**src/sv/sync_word_deframer_descrambler_assert.svh**
```systemverilog
// Assertion helpers shared by the deframer modules.
`ifndef SYNC_WORD_DEFRAMER_DESCRAMBLER_ASSERT_SVH
`define SYNC_WORD_DEFRAMER_DESCRAMBLER_ASSERT_SVH

// Same-cycle implication, disabled while reset is asserted.
`define SWD_ASSERT_NOW(label, clk, rst_n, ante, cons, msg) \
	label: assert property (@(posedge clk) disable iff (!rst_n) (ante) |-> (cons)) \
		else $error(msg);

// Next-cycle implication, disabled while reset is asserted.
`define SWD_ASSERT_NEXT(label, clk, rst_n, ante, cons, msg) \
	label: assert property (@(posedge clk) disable iff (!rst_n) (ante) |=> (cons)) \
		else $error(msg);

`endif

```
**src/sv/swd_pkg.sv**
```systemverilog
package swd_pkg;

	// Register map, word index = paddr[3:2]
	typedef enum logic [1:0] {
		RegInvert    = 2'd0,
		RegSyncWord  = 2'd1,
		RegFrameLen  = 2'd2,
		RegThreshold = 2'd3
	} reg_idx_t;

	localparam logic        InvertReset    = 1'b0;
	localparam logic [31:0] SyncWordReset  = 32'd2286184776;
	localparam logic [9:0]  FrameLenReset  = 10'd518;
	localparam logic [9:0]  ThresholdReset = 10'd299;

	// First payload byte index after the header
	localparam logic [9:0] FirstDataIndex = 10'd7;
	// Hard cap on frame size in bytes
	localparam int MaxFrameBytes = 1024;

	typedef struct packed {
		logic        invert_bits;
		logic [31:0] sync_word;
		logic [9:0]  frame_length;
		logic [9:0]  partial_threshold;
	} cfg_t;

	typedef struct packed {
		logic [7:0] byte_out;
		logic [9:0] byte_index;
		logic       byte_valid;
		logic       frame_end;
		logic       truncated;
	} result_t;

	// Descrambler mask, indexed by byte index mod 64
	localparam logic [7:0] ScrambleTab [64] = '{
		8'h96, 8'h83, 8'h3E, 8'h51, 8'hB1, 8'h49, 8'h08, 8'h98,
		8'h32, 8'h05, 8'h59, 8'h0E, 8'hF9, 8'h44, 8'hC6, 8'h26,
		8'h21, 8'h60, 8'hC2, 8'hEA, 8'h79, 8'h5D, 8'h6D, 8'hA1,
		8'h54, 8'h69, 8'h47, 8'h0C, 8'hDC, 8'hE8, 8'h5C, 8'hF1,
		8'hF7, 8'h76, 8'h82, 8'h7F, 8'h07, 8'h99, 8'hA2, 8'h2C,
		8'h93, 8'h7C, 8'h30, 8'h63, 8'hF5, 8'h10, 8'h2E, 8'h61,
		8'hD0, 8'hBC, 8'hB4, 8'hB6, 8'h06, 8'hAA, 8'hF4, 8'h23,
		8'h78, 8'h6E, 8'h3B, 8'hAE, 8'hBF, 8'h7B, 8'h4C, 8'hC1
	};

endpackage

```
**src/sv/swd_apb_regs.sv**
```systemverilog
module swd_apb_regs (
	input  logic          clk,
	input  logic          arst_n,
	input  logic          psel,
	input  logic          penable,
	input  logic          pwrite,
	input  logic [3:0]    paddr,
	input  logic [31:0]   pwdata,
	output logic [31:0]   prdata,
	output logic          pready,
	output swd_pkg::cfg_t cfg
);
	import swd_pkg::*;

	cfg_t     cfg_q;
	logic     wr_en;
	reg_idx_t idx;

	assign pready = 1'b1;
	assign wr_en  = psel & penable & pwrite;
	assign idx    = reg_idx_t'(paddr[3:2]);
	assign cfg    = cfg_q;

	// Register writes
	always_ff @(posedge clk or negedge arst_n) begin
		if (!arst_n) begin
			cfg_q.invert_bits       <= InvertReset;
			cfg_q.sync_word         <= SyncWordReset;
			cfg_q.frame_length      <= FrameLenReset;
			cfg_q.partial_threshold <= ThresholdReset;
		end else if (wr_en) begin
			unique case (idx)
				RegInvert:    cfg_q.invert_bits       <= pwdata[0];
				RegSyncWord:  cfg_q.sync_word         <= pwdata;
				RegFrameLen:  cfg_q.frame_length      <= pwdata[9:0];
				RegThreshold: cfg_q.partial_threshold <= pwdata[9:0];
				default:      ;
			endcase
		end
	end

	// Read mux
	always_comb begin
		prdata = '0;
		unique case (idx)
			RegInvert:    prdata = {31'd0, cfg_q.invert_bits};
			RegSyncWord:  prdata = cfg_q.sync_word;
			RegFrameLen:  prdata = {22'd0, cfg_q.frame_length};
			RegThreshold: prdata = {22'd0, cfg_q.partial_threshold};
			default:      prdata = '0;
		endcase
	end

endmodule

```
**src/sv/swd_framer.sv**
```systemverilog
`include "sync_word_deframer_descrambler_assert.svh"

module swd_framer #(
	parameter int SYNC_BITS = 32
) (
	input  logic             clk,
	input  logic             arst_n,
	input  logic             step,
	input  logic             data_bit,
	input  logic             gap,
	input  swd_pkg::cfg_t    cfg,
	output logic             has_result,
	output swd_pkg::result_t result
);
	import swd_pkg::*;

	localparam int FillW   = $clog2(SYNC_BITS + 1);
	localparam int CmpBits = (SYNC_BITS < 32) ? SYNC_BITS : 32;

	// Framer state
	logic [SYNC_BITS-1:0] hist_q, hist_d;
	logic [FillW-1:0]     fill_q, fill_d;
	logic                 in_frame_q, in_frame_d;
	logic [2:0]           pos_q, pos_d;
	logic [7:0]           partial_q, partial_d;
	logic [9:0]           idx_q, idx_d;

	logic                 bit_v;
	logic [SYNC_BITS-1:0] sync_ext;
	logic                 sync_hit;
	logic [7:0]           byte_n;
	logic                 last_byte;

	always_ff @(posedge clk or negedge arst_n) begin
		if (!arst_n) begin
			hist_q     <= '0;
			fill_q     <= '0;
			in_frame_q <= 1'b0;
			pos_q      <= '0;
			partial_q  <= '0;
			idx_q      <= FirstDataIndex;
		end else if (step) begin
			hist_q     <= hist_d;
			fill_q     <= fill_d;
			in_frame_q <= in_frame_d;
			pos_q      <= pos_d;
			partial_q  <= partial_d;
			idx_q      <= idx_d;
		end
	end

	// Shared terms: corrected bit, sync compare, finished byte and end test
	assign bit_v    = data_bit ^ cfg.invert_bits;
	assign sync_ext = SYNC_BITS'(cfg.sync_word[CmpBits-1:0]);
	assign hist_d   = gap ? hist_q : {hist_q[SYNC_BITS-2:0], bit_v};
	assign sync_hit = (fill_d == FillW'(SYNC_BITS)) && (hist_d == sync_ext);
	assign byte_n   = partial_q | (8'(bit_v) << pos_q);
	assign last_byte = ({3'd0, idx_q} + 13'd1 >= {3'd0, cfg.frame_length}) ||
	                   ({3'd0, idx_q} + 13'd1 >= 13'(MaxFrameBytes)) ||
	                   (idx_q == 10'd1023);

	// Next state and result
	always_comb begin
		fill_d     = fill_q;
		in_frame_d = in_frame_q;
		pos_d      = pos_q;
		partial_d  = partial_q;
		idx_d      = idx_q;
		has_result = 1'b0;
		result     = '0;

		if (gap) begin
			// early end only past the threshold, otherwise the gap is dropped
			if (in_frame_q && (idx_q > cfg.partial_threshold)) begin
				has_result        = 1'b1;
				result.byte_index = idx_q;
				result.frame_end  = 1'b1;
				result.truncated  = 1'b1;
				in_frame_d        = 1'b0;
				pos_d             = '0;
				partial_d         = '0;
				idx_d             = FirstDataIndex;
			end
		end else begin
			if (fill_q < FillW'(SYNC_BITS))
				fill_d = fill_q + 1'b1;
			fill_d = (fill_q < FillW'(SYNC_BITS)) ? fill_q + 1'b1 : fill_q;

			if (!in_frame_q) begin
				if (sync_hit) begin
					in_frame_d = 1'b1;
					pos_d      = '0;
					partial_d  = '0;
					idx_d      = FirstDataIndex;
				end
			end else if (pos_q == 3'd7) begin
				// byte complete: descramble with mask at index mod 64
				has_result        = 1'b1;
				result.byte_out   = byte_n ^ ScrambleTab[idx_q[5:0]];
				result.byte_index = idx_q;
				result.byte_valid = 1'b1;
				result.frame_end  = last_byte;
				pos_d             = '0;
				partial_d         = '0;
				if (last_byte) begin
					in_frame_d = 1'b0;
					idx_d      = FirstDataIndex;
				end else begin
					idx_d = idx_q + 10'd1;
				end
			end else begin
				partial_d = byte_n;
				pos_d     = pos_q + 3'd1;
			end
		end
	end

	`SWD_ASSERT_NOW(a_pos_in_frame, clk, arst_n, pos_q != 3'd0, in_frame_q,
		"bit position advanced outside a frame")
	`SWD_ASSERT_NOW(a_idx_idle, clk, arst_n, !in_frame_q, idx_q == FirstDataIndex,
		"byte index not rewound while hunting")
	`SWD_ASSERT_NOW(a_partial_idle, clk, arst_n, !in_frame_q, partial_q == 8'd0,
		"partial byte not cleared while hunting")
	`SWD_ASSERT_NOW(a_fill_sat, clk, arst_n, 1'b1, fill_q <= FillW'(SYNC_BITS),
		"history fill count overran")

endmodule

```
**src/sv/sync_word_deframer_descrambler.sv**
```systemverilog
// Channel   Dir  Payload
// s_axis    in   tdata[0] data_bit, tuser[0] gap
// m_axis    out  tdata[7:0] byte_out, tdata[17:8] byte_index, tuser[0] byte_valid,
//                tuser[1] truncated, tlast frame_end
// apb       in   4 config words at 0x0, 0x4, 0x8, 0xC
//
// One input item per cycle while m_axis is not stalled; an accepted item passes through the input
// register, then framer logic into the result register, where its result is valid.
// arst_n clears the pipeline, the framer state and the config words to their defaults.
// With m_axis_tready low the result holds and one more item can still enter the input
// register; after that s_axis_tready drops until the result is taken.
`include "sync_word_deframer_descrambler_assert.svh"

module sync_word_deframer_descrambler #(
	parameter int SYNC_BITS = 32
) (
	input  logic        clk,
	input  logic        arst_n,
	input  logic        s_axis_tvalid,
	output logic        s_axis_tready,
	input  logic [7:0]  s_axis_tdata,  // [0] data_bit, [7:1] zero
	input  logic [0:0]  s_axis_tuser,  // [0] gap
	output logic        m_axis_tvalid,
	input  logic        m_axis_tready,
	output logic [23:0] m_axis_tdata,  // [7:0] byte_out, [17:8] byte_index, [23:18] zero
	output logic [1:0]  m_axis_tuser,  // [0] byte_valid, [1] truncated
	output logic        m_axis_tlast,  // frame_end
	input  logic        psel,
	input  logic        penable,
	input  logic        pwrite,
	input  logic [3:0]  paddr,
	input  logic [31:0] pwdata,
	output logic [31:0] prdata,
	output logic        pready
);
	import swd_pkg::*;

	cfg_t    cfg;
	logic    valid_s1, bit_s1, gap_s1;
	logic    adv_s1;
	logic    valid_s2;
	result_t res_s2;
	logic    fr_has;
	result_t fr_res;

	swd_apb_regs u_regs (
		.clk    (clk),
		.arst_n (arst_n),
		.psel   (psel),
		.penable(penable),
		.pwrite (pwrite),
		.paddr  (paddr),
		.pwdata (pwdata),
		.prdata (prdata),
		.pready (pready),
		.cfg    (cfg)
	);

	// Handshake: stage 1 moves on when the result register is free or draining
	assign adv_s1        = valid_s1 && (!valid_s2 || m_axis_tready);
	assign s_axis_tready = !valid_s1 || adv_s1;

	// Input register
	always_ff @(posedge clk or negedge arst_n) begin
		if (!arst_n) begin
			valid_s1 <= 1'b0;
		end else if (s_axis_tready) begin
			valid_s1 <= s_axis_tvalid;
		end
	end

	always_ff @(posedge clk) begin
		if (s_axis_tready && s_axis_tvalid) begin
			bit_s1 <= s_axis_tdata[0];
			gap_s1 <= s_axis_tuser[0];
		end
	end

	swd_framer #(
		.SYNC_BITS(SYNC_BITS)
	) u_framer (
		.clk       (clk),
		.arst_n    (arst_n),
		.step      (adv_s1),
		.data_bit  (bit_s1),
		.gap       (gap_s1),
		.cfg       (cfg),
		.has_result(fr_has),
		.result    (fr_res)
	);

	// Result register
	always_ff @(posedge clk or negedge arst_n) begin
		if (!arst_n) begin
			valid_s2 <= 1'b0;
		end else if (adv_s1) begin
			valid_s2 <= fr_has;
		end else if (m_axis_tready) begin
			valid_s2 <= 1'b0;
		end
	end

	always_ff @(posedge clk) begin
		if (adv_s1 && fr_has)
			res_s2 <= fr_res;
	end

	assign m_axis_tvalid = valid_s2;
	assign m_axis_tdata  = {6'd0, res_s2.byte_index, res_s2.byte_out};
	assign m_axis_tuser  = {res_s2.truncated, res_s2.byte_valid};
	assign m_axis_tlast  = res_s2.frame_end;

	`SWD_ASSERT_NOW(a_trunc_flags, clk, arst_n, m_axis_tvalid && m_axis_tuser[1],
		!m_axis_tuser[0] && m_axis_tlast, "truncation result must end frame without a byte")
	`SWD_ASSERT_NOW(a_empty_byte, clk, arst_n, m_axis_tvalid && !m_axis_tuser[0],
		m_axis_tdata[7:0] == 8'd0, "byte field not zero on a result without a byte")
	`SWD_ASSERT_NOW(a_no_overwrite, clk, arst_n, valid_s2 && !m_axis_tready, !adv_s1,
		"stage 1 advanced over a stalled result")
	`SWD_ASSERT_NEXT(a_result_lands, clk, arst_n, adv_s1 && fr_has, m_axis_tvalid,
		"framer result did not reach the output register")

endmodule

```
**config.mk**
```make
export PLATFORM = sky130hd
export DESIGN_NAME = sync_word_deframer_descrambler
export DESIGN_NICKNAME = d
export VERILOG_FILES = /design/src/sv/swd_pkg.sv /design/src/sv/swd_apb_regs.sv /design/src/sv/swd_framer.sv /design/src/sv/sync_word_deframer_descrambler.sv
export VERILOG_INCLUDE_DIRS = /design/src /design/src/sv
export SDC_FILE = /design/constraint.sdc
export NUM_CORES = 1
export LEC_CHECK = 0
export BUFFER_PORTS_ARGS = -buffer_cell sky130_fd_sc_hd__buf_4
export CELL_PAD_IN_SITES_DETAIL_PLACEMENT = 1
export CELL_PAD_IN_SITES_GLOBAL_PLACEMENT = 1
export CORE_UTILIZATION = 43
export CTS_BUF_LIST = sky130_fd_sc_hd__clkbuf_4
export CTS_CLUSTER_DIAMETER = 80
export CTS_CLUSTER_SIZE = 16
export DETAILED_ROUTE_END_ITERATION = 10
export PLACE_DENSITY_LB_ADDON = 0.15
export SETUP_SLACK_MARGIN = 0.15
export SYNTH_ARGS = -nofsm -noshare
export SYNTH_HDL_FRONTEND = slang
export SYNTH_SLANG_ARGS = --single-unit
```
**constraint.sdc**
```tcl
create_clock -name clk -period 3.5 [get_ports clk]
set_input_delay 0.35 -clock clk [delete_from_list [all_inputs] [get_ports clk]]
set_output_delay 0.35 -clock clk [all_outputs]
set_load 0.01 [all_outputs]
```
==> flow_summary.json, run 1 <==
{
  "placed_area_um2": 9460,
  "initial_core_util_pct": 44.3,
  "period_needed_ns": 3.15,
  "met3_length_um": 708,
  "whs_ns": 0.0754,
  "cts_root_buffer": "clkbuf_4",
  "synthToLayoutAreaGrowth_pct": 21.9,
  "dr_wl_met2_um": 10700,
  "worstSetupStartpointType": "flip-flop",
  "drt_iter0_drc": 314,
  "required_ns": 3.99,
  "seq_area_frac_synth_pct": 42.8,
  "rr_worst_depth": 11,
  "die_w_um": 142,
  "rows": 50,
  "synth_area_um2": 8400,
  "finClkSkew_ns": 0.0213,
  "worstReg2RegStart": "u_framer.idx_q[2]",
  "path_buf_inv": 0,
  "cts_made_buffers": 17,
  "clk_latency_ns": 0.56,
  "clk_path_buf_depth": 2,
  "fin_area_um2": 10200,
  "max-cap-violations": 0,
  "grt_pass1_wl_um": 36900,
  "n_antenna_cell": 0,
  "avgSynthCellArea_um2": 10.5,
  "worst_slew_pin_slew_ns": 0.796,
  "timing.rr.end": "u_framer.idx_q[5]",
  "syn_inst": 803,
  "wl_per_cell_um": 18.7,
  "slowest_delay_ns": 0.64,
  "synth_seq_cells": 138,
  "clkTransAtPathRegs_ns": 0.12,
  "core_um2": 19000,
  "htree_levels": 4,
  "postSynth.asyncResetShare_pct": 83.3,
  "overflow": 0,
  "cts_tree": "yes",
  "path_class": "reg2reg",
  "drv_slew": 0,
  "ys.flop_type": "dfrtp_1",
  "finalCritPeriodShare_pct": 89.9,
  "startpoint": "u_framer.idx_q[2]",
  "yosysWarnings": 0,
  "cp_top_family": "simple AND/OR/NAND/NOR gates",
  "rrSetupSlack_ns": 0.35,
  "slowest_stage": "dfstp_2",
  "antenna_left": 0,
  "top_layer_used": "met4",
  "relSlewSlack_pct": 46.9,
  "final.setup.tns_ns": 0,
  "vdd_drop_max_uv": 375,
  "antenna_found_initial": 0,
  "hp-class": "in2reg",
  "layout-drive-gt1-share_pct": 30.2,
  "via_per_inst": 5.35,
  "gr-usage-all-layers_pct": 23.8,
  "vias": 6461,
  "port_buffers": 97,
  "final_util_pct": 54.0,
  "nFillCells": 2086,
  "synth_cell_types": 66,
  "drc_errors": 0,
  "first_global_vias": 6728,
  "power.density_nw_per_um2": 709,
  "wl_met1_um": 11100,
  "synth_edf_count": 23,
  "crit_arrival_ns": 3.64,
  "die_h_um": 142,
  "hold_viol": 0,
  "dp.final_hpwl_um": 16400,
  "cp_num_cells": 11,
  "status": "finished, final reports clean",
  "ios": 114,
  "clock_sinks": 138,
  "nNetsFinal": 1019,
  "clock.fmax_mhz": 318,
  "power_leakage_nw": 4.56,
  "grt_max_degree": 61,
  "multi_input_area_um2": 4460,
  "ff_latch_area_um2": 3590,
  "setup_violations": 0,
  "dr.pass1.iters": 4,
  "setup.worst_path.end": "u_framer.idx_q[5]",
  "globalplace.congestion": 0.845,
  "path_max_fanout": 10,
  "final_cell_mix": "126 x buf_4, 94 x dfrtp_1, 81 x mux2_2",
  "final_common_cell": "buf_4",
  "crit_chain": "nand3_1 > nor2_1 > nand3_2 > xnor2_1 > ha_1 > a21o_1 > a21o_1 > a221o_1 > or2_2 > nor4_1 > o2bb2ai_1",
  "path_common_cell": "a21o_1",
  "grt_setup_unrepaired": "no",
  "worst_setup_path_end_kind": "flip-flop",
  "drt_wl_total_um": 22600,
  "dieArea_um2": 20100
}
## registers in the layout, indices dropped and copies added, names as in the netlist, 2 cells and up
register	cells
u_regs.cfg	53
u_framer.hist_q	32
m_axis_tdata	18
u_framer.idx_q	10
u_framer.partial_q	8
u_framer.fill_q	6
u_framer.pos_q	3
m_axis_tuser	2
## cells by family (layout without fill, tap and decap cells)
kind of cell,after synthesis,after routing,share of synthesized area (%)
and+or+nand+nor,210,210,12.5
AOI/OAI and AO/OA,150,150,12.1
DFF,138,138,42.8
muxes,118,118,16.3
buffers and inverters,87,227,4.62
xor gates and xnor gates,66,66,6.88
adders and majority gates,32,32,4.76
other,2,7,0.0894
## synth_stat cells, types with 5 or more instances
cell | n | share of area (%)
dfrtp_1 | 94 | 28
mux2_2 | 81 | 11
nor2_1 | 67 | 3.0
o21ai_0 | 49 | 2.9
nand2_1 | 46 | 2.1
xor2_1 | 46 | 4.8
clkbuf_1 | 38 | 1.7
ha_1 | 32 | 4.8
inv_1 | 30 | 1.3
mux2i_1 | 30 | 3.6
and2_1 | 26 | 1.9
edfxtp_1 | 23 | 8.2
a21oi_1 | 21 | 1.3
dfstp_2 | 21 | 6.6
xnor2_1 | 20 | 2.1
nor2b_1 | 13 | 0.97
nand3_1 | 11 | 0.66
a22o_1 | 9 | 0.94
nor3_1 | 9 | 0.54
a211oi_1 | 8 | 0.71
a21boi_0 | 8 | 0.71
buf_4 | 8 | 0.71
a31oi_1 | 7 | 0.52
mux4_2 | 7 | 1.9
nand2b_1 | 7 | 0.52
nand4_1 | 7 | 0.52
o2bb2ai_1 | 6 | 0.63
buf_1 | 5 | 0.22
nor4_1 | 5 | 0.37
o21ba_2 | 5 | 0.60
o31ai_1 | 5 | 0.45
## repair_timing
item / 4_1_cts / 5_1_grt
resized for setup: 0 / 2
setup buffers: 0 / 4
endpoints found under the setup margin: 0 / 8
hold buffers: 35 / 0
hold endpoints to repair: 100 / 0
## power by group
group	internal (mW)	leakage (nW)	switching [mW]	total, mW
sequential	2.08	1.64	0.435	2.51
clock	0.794	0.202	0.609	1.40
combinational	1.52	2.72	1.83	3.35
## stage by stage
stage / power [mW] / setup slack [ns] / std cells
5_1_grt: 7.78 / 0.162 / 1208
6_report: 7.26 / 0.354 / 1208
3_3_place_gp: 5.67 / 0.340 / 1137
2_1_floorplan: 4.65 / 0.242 / 808
3_5_place_dp: 5.82 / 0.242 / 1137
4_1_cts: 7.28 / 0.212 / 1204
## final cells by class
| class | count | share of cell area, % |
|---|---|---|
| clock buffer | 19 | 1.39 |
| multi-input combinational | 583 | 43.5 |
| sequential | 138 | 35.1 |
| tap | 260 | 3.18 |
| timing repair buffer | 164 | 13.2 |
| inverter | 31 | 1.14 |
| clock inverter | 13 | 2.42 |
## worst min path at each step
stage	start	endpoint	slack, ns	depth (start not counted)
final	pwdata[0]	u_regs.cfg[52]	0.08	2
after floorplan	arst_n	m_axis_tvalid	0.05	0
after global routing	pwdata[0]	u_regs.cfg[52]	0.04	2
after detailed placement	arst_n	u_regs.cfg[44]	0.49	1
after CTS	pwdata[0]	u_regs.cfg[52]	0.02	2
after global placement	arst_n	u_regs.cfg[43]	0.48	1
## worst register-to-register path, stage by stage (launching register included)
cell	delay, ns
dfstp_2	0.64
nand3_1	0.18
nor2_1	0.22
nand3_2	0.16
xnor2_1	0.21
ha_1	0.27
a21o_1	0.16
a21o_1	0.17
a221o_1	0.31
or2_2	0.39
nor4_1	0.23
o2bb2ai_1	0.15
## metal layers
layer | vias to the layer above | global-route usage (%)
li1 | 3084 | -
met1 | 3242 | 34.2
met2 | 121 | 38.2
met3 | 14 | 3.75
met4 | 0 | 4.75
met5 | - | 0
(Power assumes the default switching activity.)
==> inputs of run 2 (changes only) <==
--- a/config.mk
+++ b/config.mk
@@ -9,7 +9,7 @@
 export BUFFER_PORTS_ARGS = -buffer_cell sky130_fd_sc_hd__buf_4
 export CELL_PAD_IN_SITES_DETAIL_PLACEMENT = 1
 export CELL_PAD_IN_SITES_GLOBAL_PLACEMENT = 1
-export CORE_UTILIZATION = 43
+export CORE_UTILIZATION = 40
 export CTS_BUF_LIST = sky130_fd_sc_hd__clkbuf_4
 export CTS_CLUSTER_DIAMETER = 80
 export CTS_CLUSTER_SIZE = 16
==> run 2 against run 1 <==
Sequential cell count unchanged. Total power shrank 2.7%. Hold slack worse by 0.043 ns. Sequential power hardly changed.
==> flow_summary.json, run 2 (synthesis gave the netlist of run 1 again) <==
{
  "status": "finished, final reports clean",
  "antenna_found_initial": 1,
  "grt_max_degree": 70,
  "power.density_nw_per_um2": 701,
  "setup_violations": 0,
  "drv_slew": 0,
  "synthToLayoutAreaGrowth_pct": 20.0,
  "final_common_cell": "buf_4",
  "internal_power_mw": 4.17,
  "multi_input_area_um2": 4460,
  "max-cap-violations": 0,
  "final_cell_mix": "128 x buf_4, 94 x dfrtp_1, 81 x mux2_2",
  "finClkSkew_ns": 0.0306,
  "combPwrFrac_pct": 47.5,
  "seqPwrFrac_pct": 35.8,
  "worst_setup_path_end_kind": "flip-flop",
  "wl_per_cell_um": 19.1,
  "ff_latch_area_um2": 3600,
  "worst_slew_pin_slew_ns": 0.915,
  "drt_iter0_drc": 310,
  "die_w_um": 147,
  "gr-usage-all-layers_pct": 22.3,
  "grt_setup_unrepaired": "yes",
  "power_mw": 7.06,
  "clkTransAtPathRegs_ns": 0.12,
  "rows": 52,
  "clkPwrFrac_pct": 16.7,
  "dr.pass1.iters": 4,
  "first_global_vias": 6962,
  "path_max_fanout": 10,
  "cts_root_buffer": "clkbuf_4",
  "die_h_um": 147,
  "via_per_inst": 5.36,
  "initial_core_util_pct": 41.1,
  "nNetsFinal": 1010,
  "p_sw_mw": 2.89,
  "hp-class": "in2reg",
  "drt_wl_total_um": 23100,
  "vdd_drop_max_uv": 391,
  "core_um2": 20400,
  "period_needed_ns": 3.16,
  "globalplace.congestion": 0.841,
  "path_class": "reg2reg",
  "worstSetupStartpointType": "flip-flop",
  "htree_levels": 4,
  "dieArea_um2": 21600,
  "power_leakage_nw": 4.49,
  "clock_sinks": 138,
  "cts_made_buffers": 17,
  "relSlewSlack_pct": 39.0,
  "p_sw_share_pct": 41.0,
  "overflow": 0,
  "vias": 6486,
  "crit_arrival_ns": 3.63,
  "cts_tree": "yes",
  "largest_reg_flops": 53,
  "layout-drive-gt1-share_pct": 30.7,
  "dp.final_hpwl_um": 17100,
  "final.setup.tns_ns": 0,
  "antenna_left": 0,
  "hold_viol": 0,
  "finalCritPeriodShare_pct": 90.4,
  "clk_latency_ns": 0.56,
  "port_buffers": 97,
  "clk_path_buf_depth": 2,
  "grt_pass1_wl_um": 37700,
  "ios": 114,
  "clock.fmax_mhz": 316,
  "drc_errors": 0,
  "required_ns": 3.97,
  "nFillCells": 2248
}
run 2: cell count changes in the layout (fill, tap and decap cells not counted), moves of 2 or more:
cell | previous run | this run
dlygate4sd3_1 | 35 | 25
clkinv_2 | 1 | 3
clkinv_1 | 2 | 0
bufinv_16 | 7 | 4
buf_4 | 126 | 128
run 2: final timing paths:
| path | to | from | cells past startpoint | slack, ns |
|---|---|---|---|---|
| worst max-delay path | u_framer.idx_q[5] | u_framer.idx_q[0] | 12 | 0.34 |
| worst min register to register | u_framer.partial_q[5] | u_framer.partial_q[5] | 1 | 0.52 |
| worst min-delay path | u_regs.cfg[41] | pwdata[21] | 2 | 0.03 |
| max in group asynchronous | u_framer.idx_q[0] | arst_n | 3 | 2.20 |
| worst max register to register | u_framer.idx_q[5] | u_framer.idx_q[0] | 12 | 0.34 |
| min in group asynchronous | u_regs.cfg[49] | arst_n | 2 | 0.45 |
run 2: power groups by stage:
stage	Sequential [mW]	Combinational [mW]	Clock [mW]
after CTS	2.55	3.35	1.21
after floorplan	2.39	2.26	0
final	2.53	3.36	1.18
after global placement	2.54	3.17	0
after global routing	2.60	3.72	1.27
after detailed placement	2.58	3.31	0
run 2: repair_timing:
action                                  CTS  global route
hold buffers                             22             3
buffers inserted                          0             2
resized for setup                         0             3
endpoints found under the setup margin    0            17
hold endpoints to repair                 71             3
run 2: area by class of cell:
type	count	area share, %
timing repair buffer	155	12.4
tap	270	3.35
multi-input combinational	583	44.3
clock buffer	18	1.34
sequential	138	35.7
antenna	1	0.0248
inverter	31	1.15
clock inverter	13	1.76
run 2: metal layers:
| layer | vias up | track usage (%) | routed length (um) |
|---|---|---|---|
| met5 | - | 0 | 0 |
| met4 | 0 | 3.92 | 201 |
| met1 | 3311 | 31.2 | 11000 |
| met2 | 101 | 36.8 | 11300 |
| met3 | 13 | 3.82 | 709 |
| li1 | 3061 | - | - |
run 2: through the flow:
| step | hold WS, ns | cells | cell area [um^2] | worst slack (ns) | utilization, % |
|---|---|---|---|---|---|
| finish | 0.0328 | 1209 | 10100 | 0.335 | 49.3 |
| global route | 0.0000971 | 1209 | 10100 | 0.149 | 49.3 |
| CTS | 0.000826 | 1203 | 10000 | 0.252 | 49.0 |
| detailed placement | 0.496 | 1150 | 9480 | 0.280 | 46.4 |
| global placement | 0.482 | 1150 | 9480 | 0.328 | 46.4 |
| floorplan | 0.0544 | 808 | 8430 | 0.242 | - |
run 2: worst max-delay path: stages, from the launching register on:
cell	delay, ns
dfstp_2	0.66
ha_1	0.20
nand2_1	0.07
nor2_1	0.18
xnor2_1	0.14
ha_1	0.26
a21o_1	0.18
a21o_1	0.17
a21o_1	0.17
a221o_1	0.30
or2_2	0.39
nor4_1	0.21
o2bb2ai_1	0.15
==> inputs of run 3 (changes only) <==
--- a/config.mk
+++ b/config.mk
@@ -10,7 +10,7 @@
 export CELL_PAD_IN_SITES_DETAIL_PLACEMENT = 1
 export CELL_PAD_IN_SITES_GLOBAL_PLACEMENT = 1
 export CORE_UTILIZATION = 40
-export CTS_BUF_LIST = sky130_fd_sc_hd__clkbuf_4
+export CTS_BUF_LIST = sky130_fd_sc_hd__clkbuf_8
 export CTS_CLUSTER_DIAMETER = 80
 export CTS_CLUSTER_SIZE = 16
 export DETAILED_ROUTE_END_ITERATION = 10
==> run 3 against run 2 <==
Via count is 1.6% lower. Design area fell by 1.6%. Utilization fell by 0.77 points. Largest power group unchanged. Highest routed layer unchanged. Critical path depth stayed put. Total power grew 3.0%.
==> flow_summary.json, run 3 (synthesis gave the netlist of run 1 again) <==
{
  "grtUsageMet3_pct": 3.17,
  "stdcell_count": 1181,
  "htree_levels": 4,
  "busiest_layer": "met2",
  "max-cap-violations": 0,
  "finClkSkew_ns": 0.0161,
  "path_class": "reg2reg",
  "layout-drive-gt1-share_pct": 31.2,
  "seqPwrFrac_pct": 35.0,
  "grt_max_degree": 70,
  "dp.final_hpwl_um": 17100,
  "rrSetupSlack_ns": 0.38,
  "setup_slack_ns": 0.385,
  "rr_worst_depth": 12,
  "cts_tree": "yes",
  "synthToLayoutAreaGrowth_pct": 18.1,
  "final_common_cell": "buf_4",
  "power_leakage_nw": 4.42,
  "hold_viol": 0,
  "required_ns": 3.87,
  "grt_util_met1_pct": 30.9,
  "clk_path_buf_depth": 2,
  "port_buffers": 97,
  "period_needed_ns": 3.12,
  "antenna_found_initial": 0,
  "nNetsFinal": 983,
  "drt_iter0_drc": 292,
  "nFillCells": 2244,
  "drc_errors": 0,
  "hp-class": "in2async",
  "fin_area_um2": 9920,
  "gr-usage-all-layers_pct": 22.1,
  "setup_violations": 0,
  "clkPwrFrac_pct": 19.6,
  "wl_per_cell_um": 19.3,
  "drv_slew": 0,
  "initial_core_util_pct": 41.1,
  "via_per_inst": 5.41,
  "crit_arrival_ns": 3.48,
  "status": "finished, final reports clean",
  "combPwrFrac_pct": 45.4,
  "worst_slew_pin_slew_ns": 0.916,
  "dieArea_um2": 21600,
  "p_sw_mw": 2.91,
  "cts_made_buffers": 17,
  "vdd_drop_max_uv": 384,
  "worstSetupStartpointType": "flip-flop",
  "internal_power_mw": 4.37,
  "placed_area_um2": 9480,
  "grt_pass1_wl_um": 37300,
  "whs_ns": 0.0213,
  "ios": 114,
  "clock_sinks": 138,
  "clkTransAtPathRegs_ns": 0.08,
  "first_global_vias": 6845,
  "drt_wl_total_um": 22800,
  "worstReg2RegStart": "u_framer.idx_q[1]",
  "path_max_fanout": 13,
  "grt_setup_unrepaired": "no",
  "n_antenna_cell": 0,
  "dp.cells": 1150,
  "final_cell_mix": "126 x buf_4, 94 x dfrtp_1, 81 x mux2_2",
  "power.density_nw_per_um2": 733,
  "die_h_um": 147,
  "clk_latency_ns": 0.45,
  "worst_setup_path_end_kind": "flip-flop",
  "clock.fmax_mhz": 321,
  "overflow": 0,
  "rows": 52,
  "cts_root_buffer": "clkbuf_8",
  "relSlewSlack_pct": 38.9,
  "core_um2": 20400,
  "dr.pass1.iters": 5,
  "vias": 6385,
  "antenna_left": 0,
  "p_sw_share_pct": 40.0,
  "largest_reg_flops": 53,
  "grt_util_met2_pct": 36.3,
  "finalCritPeriodShare_pct": 89.0,
  "globalplace.congestion": 0.841,
  "die_w_um": 147,
  "timing.rr.end": "u_framer.idx_q[5]",
  "final.setup.tns_ns": 0,
  "pre_cts_ws_ns": 0.280
}
[run 3: repair_timing]
action / CTS / global route
buffers inserted: 0 / 0
hold buffers: 0 / 0
setup endpoints to repair: 0 / 14
gates resized for setup: 0 / 3
[run 3: power groups by stage]
stage | registers [mW] | clock network (mW) | logic, mW
3_5_place_dp | 2.58 | 0 | 3.31
2_1_floorplan | 2.39 | 0 | 2.26
6_report | 2.55 | 1.43 | 3.31
3_3_place_gp | 2.54 | 0 | 3.17
4_1_cts | 2.55 | 1.46 | 3.32
5_1_grt | 2.62 | 1.52 | 3.66
[run 3: layout make-up]
class                           count  area (um^2)  share of cell area, %
Inverter                           31          116                   1.17
Sequential cell                   138         3600                   36.3
Clock buffer                       18          248                   2.50
Clock inverter                     13          178                   1.79
Timing Repair Buffer              128          986                   9.94
Multi-Input combinational cell    583         4460                   44.9
Tap cell                          270          338                   3.40
[run 3: worst max-delay path, stage by stage, from the launching register on]
cell	delay, ns
dfstp_4	0.72
ha_1	0.19
nand2_1	0.07
nor2_1	0.18
xnor2_1	0.14
ha_1	0.26
a21o_1	0.18
a21o_1	0.17
a21o_1	0.17
a221o_1	0.31
or2_4	0.30
nor4_1	0.20
o2bb2ai_1	0.15
[run 3: worst max-delay path by stage]
stage / start / endpoint / slack [ns] / depth (start not counted)
detailed placement: u_framer.idx_q[1] / u_framer.idx_q[5] / 0.28 / 12
finish: u_framer.idx_q[1] / u_framer.idx_q[5] / 0.38 / 12
global placement: u_framer.idx_q[1] / u_framer.idx_q[5] / 0.33 / 12
floorplan: u_framer.idx_q[0] / m_axis_tdata[0] / 0.24 / 10
global route: u_framer.idx_q[1] / u_framer.in_frame_q / 0.18 / 13
CTS: u_framer.idx_q[1] / u_framer.idx_q[5] / 0.26 / 12
[run 3: per-layer routing]
metal	vias to the layer above	routed length (um)	share of wire [%]
li1	3012	-	-
met5	-	0	0
met3	13	739	3.2
met4	0	217	0.95
met2	111	11000	48
met1	3249	10900	48
[run 3: metrics by stage]
stage	utilization, %	total power, mW
6_report	48.6	7.28
5_1_grt	48.6	7.80
4_1_cts	48.5	7.34
3_5_place_dp	46.4	5.88
3_3_place_gp	46.4	5.71
2_1_floorplan	-	4.65
